File: src/hdl/cba_pkg.sv
// cba_pkg: request and status codes, controller command and datapath status
// structs for the cluster bitmap allocator
// no dependencies
package cba_pkg;

	localparam int FW = 17;
	localparam int KW = 18;

	localparam logic [2:0] REQ_ALLOC   = 3'd0;
	localparam logic [2:0] REQ_FREE    = 3'd1;
	localparam logic [2:0] REQ_FIND    = 3'd2;
	localparam logic [2:0] REQ_LOAD    = 3'd3;
	localparam logic [2:0] REQ_RECOUNT = 3'd4;

	localparam logic [1:0] ST_OK       = 2'd0;
	localparam logic [1:0] ST_NO_SPACE = 2'd1;
	localparam logic [1:0] ST_ALREADY  = 2'd2;

	localparam logic [KW-1:0] CLUSTER_BASE = 18'd2;

	typedef enum logic [1:0] {
		CS_ZERO,
		CS_K,
		CS_C,
		CS_S
	} csel_t;

	typedef struct packed {
		logic       latch;
		logic       rd;
		logic       set_bit;
		logic       clr_bit;
		logic       ld_word;
		logic       k_wrap;
		logic       k_inc;
		logic       k_add32;
		logic       t_clr;
		logic       t_inc;
		logic       i_inc;
		logic       free_dec;
		logic       free_inc;
		logic       free_ld;
		logic       s_ld;
		logic       run_inc;
		logic       acc_add;
		logic       emit;
		logic [1:0] st;
		csel_t      csel;
		logic       run_en;
		logic       last;
	} cba_cmd_t;

	typedef struct packed {
		logic       bit_used;
		logic       k_ge_c;
		logic       t_end;
		logic       free_zero;
		logic       i_last;
		logic       i_done;
		logic       slot_free;
		logic [2:0] req_type;
	} cba_sts_t;

endpackage

File: src/hdl/cba_controller.sv
// cba_controller: request sequencer for allocate, free, find, load and recount
// depends on cba_pkg
module cba_controller
	import cba_pkg::*;
(
	input  logic     clk,
	input  logic     arst_n,
	input  logic     in_valid,
	output logic     in_ready,
	input  logic [2:0] in_type,
	input  cba_sts_t sts,
	output cba_cmd_t cmd
);

	localparam logic [4:0] S_IDLE   = 5'd0;
	localparam logic [4:0] S_A_CHK  = 5'd1;
	localparam logic [4:0] S_A_RD   = 5'd2;
	localparam logic [4:0] S_A_TST  = 5'd3;
	localparam logic [4:0] S_AOK    = 5'd4;
	localparam logic [4:0] S_NOSP   = 5'd5;
	localparam logic [4:0] S_F_CHK  = 5'd6;
	localparam logic [4:0] S_F_RD   = 5'd7;
	localparam logic [4:0] S_F_TST  = 5'd8;
	localparam logic [4:0] S_AFREE  = 5'd9;
	localparam logic [4:0] S_OK0    = 5'd10;
	localparam logic [4:0] S_D_CHK  = 5'd11;
	localparam logic [4:0] S_D_RD   = 5'd12;
	localparam logic [4:0] S_D_TST  = 5'd13;
	localparam logic [4:0] S_D_RCHK = 5'd14;
	localparam logic [4:0] S_D_RRD  = 5'd15;
	localparam logic [4:0] S_D_RTST = 5'd16;
	localparam logic [4:0] S_FNONE  = 5'd17;
	localparam logic [4:0] S_FRUN   = 5'd18;
	localparam logic [4:0] S_LOAD   = 5'd19;
	localparam logic [4:0] S_R_CHK  = 5'd20;
	localparam logic [4:0] S_R_RD   = 5'd21;
	localparam logic [4:0] S_R_ACC  = 5'd22;
	localparam logic [4:0] S_R_END  = 5'd23;

	logic [4:0] state_q;
	logic [4:0] state_d;

	assign in_ready = (state_q == S_IDLE);

	always_comb begin
		cmd = '0;
		cmd.csel = CS_ZERO;
		state_d = state_q;
		unique case (state_q)
			S_IDLE: begin
				if (in_valid) begin
					cmd.latch = 1'b1;
					case (in_type)
						REQ_ALLOC: state_d = S_A_CHK;
						REQ_FREE: state_d = S_F_CHK;
						REQ_FIND: state_d = S_D_CHK;
						REQ_LOAD: state_d = S_LOAD;
						REQ_RECOUNT: state_d = S_R_CHK;
						default: state_d = S_IDLE;
					endcase
				end
			end
			S_A_CHK: begin
				cmd.t_clr = 1'b1;
				state_d = sts.free_zero ? S_NOSP : S_A_RD;
			end
			S_A_RD: begin
				cmd.rd = 1'b1;
				state_d = S_A_TST;
			end
			S_A_TST: begin
				if (!sts.bit_used) begin
					cmd.set_bit = 1'b1;
					cmd.free_dec = 1'b1;
					state_d = S_AOK;
				end else if (sts.t_end) begin
					state_d = S_NOSP;
				end else begin
					cmd.k_wrap = 1'b1;
					cmd.t_inc = 1'b1;
					state_d = S_A_RD;
				end
			end
			S_AOK: begin
				if (sts.slot_free) begin
					cmd.emit = 1'b1;
					cmd.st = ST_OK;
					cmd.csel = CS_K;
					cmd.last = sts.i_last;
					cmd.i_inc = 1'b1;
					state_d = sts.i_last ? S_IDLE : S_A_CHK;
				end
			end
			S_NOSP: begin
				if (sts.slot_free) begin
					cmd.emit = 1'b1;
					cmd.st = ST_NO_SPACE;
					cmd.last = 1'b1;
					state_d = S_IDLE;
				end
			end
			S_F_CHK: begin
				if (sts.i_done) begin
					state_d = S_OK0;
				end else if (sts.k_ge_c) begin
					state_d = S_AFREE;
				end else begin
					state_d = S_F_RD;
				end
			end
			S_F_RD: begin
				cmd.rd = 1'b1;
				state_d = S_F_TST;
			end
			S_F_TST: begin
				if (!sts.bit_used) begin
					state_d = S_AFREE;
				end else begin
					cmd.clr_bit = 1'b1;
					cmd.free_inc = 1'b1;
					cmd.k_inc = 1'b1;
					cmd.i_inc = 1'b1;
					state_d = S_F_CHK;
				end
			end
			S_AFREE: begin
				if (sts.slot_free) begin
					cmd.emit = 1'b1;
					cmd.st = ST_ALREADY;
					cmd.csel = CS_K;
					cmd.last = 1'b1;
					state_d = S_IDLE;
				end
			end
			S_OK0: begin
				if (sts.slot_free) begin
					cmd.emit = 1'b1;
					cmd.st = ST_OK;
					cmd.last = 1'b1;
					state_d = S_IDLE;
				end
			end
			S_D_CHK: begin
				state_d = sts.k_ge_c ? S_FNONE : S_D_RD;
			end
			S_D_RD: begin
				cmd.rd = 1'b1;
				state_d = S_D_TST;
			end
			S_D_TST: begin
				if (sts.bit_used) begin
					cmd.s_ld = 1'b1;
					state_d = S_D_RCHK;
				end else begin
					cmd.k_inc = 1'b1;
					state_d = S_D_CHK;
				end
			end
			S_D_RCHK: begin
				state_d = sts.k_ge_c ? S_FRUN : S_D_RRD;
			end
			S_D_RRD: begin
				cmd.rd = 1'b1;
				state_d = S_D_RTST;
			end
			S_D_RTST: begin
				if (sts.bit_used) begin
					cmd.run_inc = 1'b1;
					cmd.k_inc = 1'b1;
					state_d = S_D_RCHK;
				end else begin
					state_d = S_FRUN;
				end
			end
			S_FNONE: begin
				if (sts.slot_free) begin
					cmd.emit = 1'b1;
					cmd.st = ST_OK;
					cmd.csel = CS_C;
					cmd.last = 1'b1;
					state_d = S_IDLE;
				end
			end
			S_FRUN: begin
				if (sts.slot_free) begin
					cmd.emit = 1'b1;
					cmd.st = ST_OK;
					cmd.csel = CS_S;
					cmd.run_en = 1'b1;
					cmd.last = 1'b1;
					state_d = S_IDLE;
				end
			end
			S_LOAD: begin
				cmd.ld_word = 1'b1;
				state_d = S_OK0;
			end
			S_R_CHK: begin
				state_d = sts.k_ge_c ? S_R_END : S_R_RD;
			end
			S_R_RD: begin
				cmd.rd = 1'b1;
				state_d = S_R_ACC;
			end
			S_R_ACC: begin
				cmd.acc_add = 1'b1;
				cmd.k_add32 = 1'b1;
				state_d = S_R_CHK;
			end
			S_R_END: begin
				cmd.free_ld = 1'b1;
				state_d = S_OK0;
			end
			default: state_d = S_IDLE;
		endcase
	end

	always_ff @(posedge clk or negedge arst_n) begin
		if (!arst_n) begin
			state_q <= S_IDLE;
		end else begin
			state_q <= state_d;
		end
	end

	a_alloc_start: assert property (@(posedge clk) disable iff (!arst_n)
		(in_valid && in_ready && (in_type == REQ_ALLOC)) |=> (state_q == S_A_CHK))
		else $error("allocate not started");
	a_busy_after_accept: assert property (@(posedge clk) disable iff (!arst_n)
		(in_valid && in_ready && (in_type == REQ_LOAD)) |=> !in_ready)
		else $error("load accepted without work");
	a_free_ok_type: assert property (@(posedge clk) disable iff (!arst_n)
		(state_q == S_F_TST) |-> (sts.req_type == REQ_FREE))
		else $error("free step on other request");

endmodule

File: config.mk
export PLATFORM = sky130hd
export DESIGN_NAME = cba_controller
export DESIGN_NICKNAME = d
export VERILOG_FILES = /design/src/hdl/cba_pkg.sv /design/src/hdl/cba_controller.sv
export SDC_FILE = /design/constraint.sdc
export NUM_CORES = 1
export LEC_CHECK = 0
export BUFFER_PORTS_ARGS = -buffer_cell sky130_fd_sc_hd__buf_2
export CORE_ASPECT_RATIO = 0.7
export CORE_UTILIZATION = 45
export CTS_CLUSTER_SIZE = 25
export DETAILED_ROUTE_END_ITERATION = 10
export GPL_TIMING_DRIVEN = 0
export PLACE_DENSITY = 0.86
export SETUP_SLACK_MARGIN = 0.1
export SLEW_MARGIN = 20
export SYNTH_ARGS = -nofsm -noshare
export SYNTH_HDL_FRONTEND = slang
export SYNTH_SLANG_ARGS = --single-unit
File: constraint.sdc
create_clock -name clk -period 1.7 [get_ports clk]
set_clock_uncertainty 0.05 [all_clocks]
set_input_delay 0.51 -clock clk [delete_from_list [all_inputs] [get_ports clk]]
set_output_delay 0.51 -clock clk [all_outputs]
set_load 0.01 [all_outputs]
==> results.md, run 1 <==
* Syn_nets at 187
* Clock Sinks at 5
* Initial Utilization at 0.499
* Cell Rows at 14
* Post-Syn Instances at 171
* Total grt overflow at 57
* Overall die height at 43.7 um
* Port Buffers at 35
* Asr flop ratio synth at 1.00
* Synth top area cells: dfrtp_1 (11%), nor2_1 (8.4%), nor3_1 (5.8%), nor2b_1 (4.5%), a21oi_1 (4.0%)
* Avg Inst Size Synth at 6.55 sq um
* Stopping stage: global routing
* Synth Flop Type: dfrtp_1
* FF+latch count, synth at 5
* Largest area contributor in the netlist: dfrtp_1
* Cells after DPL at 238
* Netlist cell types at 52
* Outcome: aborted with a tool error
* CTS Buf Count at 3
* Hpwl dp at 3080 um
* Final GP Congestion at 0.941
* Share of the synthesized area in the top cell type at 0.112
* Grt repair worst endpoint: cmd[23]
* Yosys warning count at 0
* Total GRT Usage at 0.786
* EDFF count, synth at 0
* Post-Syn Area at 1120 sq um
* Error: [ERROR GRT-0232] Routing congestion too high. Check the congestion heatmap in the GUI.
* CTS root buffer: clkbuf_4
* Worst EP kind: output port
* Chip Width at 61.6 um
* Max Root-Sink Buffers at 2
* Ports at 41
* Sequential-to-total area share from yosys stat at 0.112
* Largest net degree at the start of global routing at 11
* Htree depth at 1
[cell usage after synthesis (all sizes together), types with 2 or more instances]
library cell  instances
or4                   2
a32oi                 4
nand2                12
a21oi                 9
o2bb2ai               2
buf                  12
nand2b                7
nor4                  4
o21a                  3
nor2                 25
a22oi                 2
dfrtp                 5
or2                   5
nand4                 2
nor4b                 3
nor3                 13
a31oi                 3
and2                  4
o22ai                 2
o32ai                 3
o21ai                 4
clkbuf                8
nor2b                 8
xnor2                 2
mux2                  2
inv                   4
nand3                 4
a2111oi               2
[what timing repair did]
item                                    CTS
endpoints found under the setup margin   30
gates resized for setup                  30
pin swaps                                 9
setup buffers                            14
hold buffers                              0
endpoints found under the hold margin     0
[logic make-up after synthesis]
family,synth area share
AND/OR/NAND/NOR,0.444
XOR/XNOR,0.0235
flip-flops,0.112
buffers and inverters,0.109
multiplexers,0.0290
AO/OA/AOI/OAI,0.283
[routing by layer]
layer / GRT usage / overflow
met4: 0.902 / 23
met5: 0 / 0
met1: 0.832 / 0
met3: 0.516 / 0
met2: 0.953 / 34
[metrics by stage]
| step | cell area [sq um] | worst slack (ps) | TNS [ps] | hold slack (ps) |
|---|---|---|---|---|
| detailed placement | 1470 | -317 | -5920 | 279 |
| global placement | 1470 | -306 | -5490 | 272 |
| floorplan | 1260 | -140 | -1020 | 164 |
| CTS | 1730 | -542 | -10770 | 6.09 |
==> run 2, diff against run 1 <==
--- a/config.mk
+++ b/config.mk
@@ -6,13 +6,11 @@
 export NUM_CORES = 1
 export LEC_CHECK = 0
 export BUFFER_PORTS_ARGS = -buffer_cell sky130_fd_sc_hd__buf_2
-export CORE_ASPECT_RATIO = 0.7
-export CORE_UTILIZATION = 45
-export CTS_CLUSTER_SIZE = 25
+export CORE_AREA = 2 2 63 65
 export DETAILED_ROUTE_END_ITERATION = 10
+export DIE_AREA = 0 0 65 67
 export GPL_TIMING_DRIVEN = 0
-export PLACE_DENSITY = 0.86
-export SETUP_SLACK_MARGIN = 0.1
+export PLACE_DENSITY_LB_ADDON = 0.15
 export SLEW_MARGIN = 20
 export SYNTH_ARGS = -nofsm -noshare
 export SYNTH_HDL_FRONTEND = slang
==> constraint.sdc (replaced) <==
create_clock -name clk -period 2.2 [get_ports clk]
set_clock_uncertainty 0.05 [all_clocks]
set_input_delay 0.66 -clock clk [delete_from_list [all_inputs] [get_ports clk]]
set_output_delay 0.66 -clock clk [all_outputs]
set_load 0.01 [all_outputs]
==> run 2 against run 1 <==
  * The flow now finishes, with violations (setup timing)
  * Synthesized cell count stayed put
  * Synthesized area is the same
==> results.md, run 2 <==
* Largest area contributor in the netlist: dfrtp_1
* Final GP Congestion at 0.889 (-5.5%)
* First-pass GRT wire length at 6900 um
* Hold_buf cts at 0 (unchanged)
* Crit path cell chain: buf_6 > or3_4 > or2_4 > inv_4 > and2_1 > buf_2
* Critical path capture point type: output pin
* Clk network pwr share at 0.059
* Max capacitance violation total at 0
* Total GRT Usage at 0.204
* Nets at 249
* Overall die height at 67 um (+53%)
* Lkg Pwr at 0.804 nW
* Flip-flop count of the largest register after layout at 5
* TritonRoute pass-1 iters at 5
* Final setup fails at 11
* Worst vdd ir at 0.000736 V
* Cells after DPL at 254 (+6.7%)
* Routed Antenna Nets at 0
* CTS root buffer: clkbuf_8
* Antenna violations before repair at 0
* EDFF count, synth at 0 (unchanged)
* Final worst path period share at 1.06
* Most flops, register: state_q
* N_diodes at 0
* Reg clk slew, reported paths at 30 ps
* Clock Sinks at 5 (unchanged)
* Pre-CTS WS at -254 ps (+63.7 ps)
* Largest net degree at the start of global routing at 11
* Sw Share at 0.478
* Crit path required time at 1490 ps
* Final max-slew violation count at 0
* Min-delay worst type: in2async
* Asr flop ratio synth at 1.00 (unchanged)
* PnR worst setup slack at -124 ps
* Vias after detailed routing at 1578
* Fillers at 368
* Kind of start point of the critical path: flop
* Worst path top cell family by delay: simple AND/OR/NAND/NOR gates
* Yosys warning count at 0 (unchanged)
* Port Buffers at 35 (unchanged)
* Detailed router's first-iteration violation count at 167
* Reg2Reg Setup Slack at 110 ps
* CTS Buf Count at 3 (unchanged)
* Sequential-to-total area share from yosys stat at 0.112 (unchanged)
* Failing checks: setup timing
* Initial Utilization at 0.311 (-0.189)
* Highest Clock Rate at 430 MHz
* Synth Flop Type: dfrtp_1
* Most frequent cells after synthesis: nor2_1 (25), nor3_1 (13), nand2_1 (12)
* Worst path max stage delay at 370 ps
* Vias per Instance at 5.64
* Vias in the first global route at 1413
* Post-Syn Area at 1120 sq um (unchanged)
* Ports at 41 (unchanged)
* R2R depth at 7
* CTS tree: yes
* Setup CP Type: reg2out
* Net load switching power at 1.33 mW
* Avg Inst Size Synth at 6.55 sq um (unchanged)
* Max Root-Sink Buffers at 2 (unchanged)
* Slowest cell on crit path: or3_4
* WP data arrival at 1610 ps
* Worst slew margin at 0.725
* Outcome: complete, but fails checks
* Residual DRC at 0
* Worst r2r dst: state_q[4]
* Core area at 3610 sq um
* CP bufs+invs at 3
* Final Hold Viols at 0
* Layout cell share with drive strength beyond 1 at 0.504
* Synth top area cells: dfrtp_1 (11%), nor2_1 (8.4%), nor3_1 (5.8%), nor2b_1 (4.5%), a21oi_1 (4.0%)
* Total grt overflow at 0
* Area growth, synth to finish at 70.4%
* Post-Syn Instances at 171 (unchanged)
* FF+latch count, synth at 5 (unchanged)
* Syn_nets at 187 (unchanged)
* Final std cells w/o fill at 280
* Htree depth at 1 (unchanged)
* Commonest cells after routing, fill and taps aside: buf_2 (32), buf_4 (25), nor2_1 (18)
* Power per cell area at 1460 nW/um^2
* Slew at the pin with the worst max-slew slack at 403 ps
* Post-layout util at 0.529
* Clock latency on the worst-skew pair at 220 ps
* Sequential share of power at 0.078
* Cell Rows at 22 (+8)
* Most common cell in the netlist: nor2_1
* Reg2reg start: state_q[1]
* Die ar. at 4360 sq um
* Crit path to: cmd[23]
* Hpwl dp at 3040 um (-1.3%)
* Worst path depth at 6
* Netlist cell types at 52 (unchanged)
* Share of the synthesized area in the top cell type at 0.112 (unchanged)
* Chip Width at 65 um (+5.5%)
* Unrepaired setup endpoints after global routing: yes
* Final WL at 4560 um
* Internal power at 1.45 mW
* Wire length per cell at 16.3 um
* Crit path max fanout at 6
* Regs by FF count: state_q (5)
* Setup crit start: state_q[1]
* Combinational fraction of design power at 0.863
* Commonest non-fill, non-tap cell in the layout: buf_2
* Tmin final at 2320 ps
-- run 2: worst min path at each step --
stage,endpoint,cells after the start,from,slack [ps]
floorplan,state_q[0],0,arst_n,310
global placement,state_q[0],1,arst_n,420
detailed placement,state_q[4],1,arst_n,420
CTS,state_q[0],1,arst_n,190
global route,state_q[1],1,arst_n,200
finish,state_q[0],1,arst_n,200
-- run 2: timing repair --
item / 4_1_cts / 5_1_grt
gates resized for setup: 61 / 25
setup buffers: 18 / 7
setup endpoints to repair: 23 / 18
pin swaps: 9 / 11
-- run 2: cells by family after synthesis --
kind of cell              after synthesis  share of synthesized area
xor gates and xnor gates                3                     0.0235
AOI/OAI and AO/OA                      42                      0.283
DFF                                     5                      0.112
and+or+nand+nor                        94                      0.444
buffers and inverters                  24                      0.109
muxes                                   3                     0.0290
-- run 2: per-layer routing --
| metal | part of all wire | vias up | track usage |
|---|---|---|---|
| met5 | 0 | - | 0 |
| met4 | 0.0035 | 0 | 0.0452 |
| met3 | 0.059 | 2 | 0.00676 |
| met2 | 0.52 | 67 | 0.362 |
| met1 | 0.42 | 766 | 0.274 |
| li1 | - | 743 | - |
-- run 2: power groups by stage --
stage               logic [mW]  registers (mW)  clock network, mW
floorplan                 1.11           0.175                  0
global placement          1.53           0.190                  0
detailed placement        1.49           0.194                  0
CTS                       2.08           0.214              0.170
global route              2.54           0.224              0.179
finish                    2.40           0.216              0.164
-- run 2: layout make-up --
type                    instances  area [sq um]  share of cell area
inverters                       4          21.3              0.0111
flip-flops and latches          5           130              0.0682
plain buffers                  17           208               0.109
well taps                      48          60.1              0.0315
clock buffers                   4          45.0              0.0236
multi-input cells             142          1060               0.555
repair buffers                 60           385               0.202
-- run 2: stage by stage --
stage / instance area, sq um / TNS (ps) / hold WS [ps] / power (mW)
2_1_floorplan: 1130 / 0 / 314 / 1.28
3_3_place_gp: 1370 / -2280 / 425 / 1.72
3_5_place_dp: 1370 / -1950 / 424 / 1.68
4_1_cts: 1760 / -400 / 194 / 2.46
5_1_grt: 1910 / -1470 / 197 / 2.94
6_report: 1910 / -550 / 198 / 2.78
Note: power is estimated with default switching activity, not from simulation.
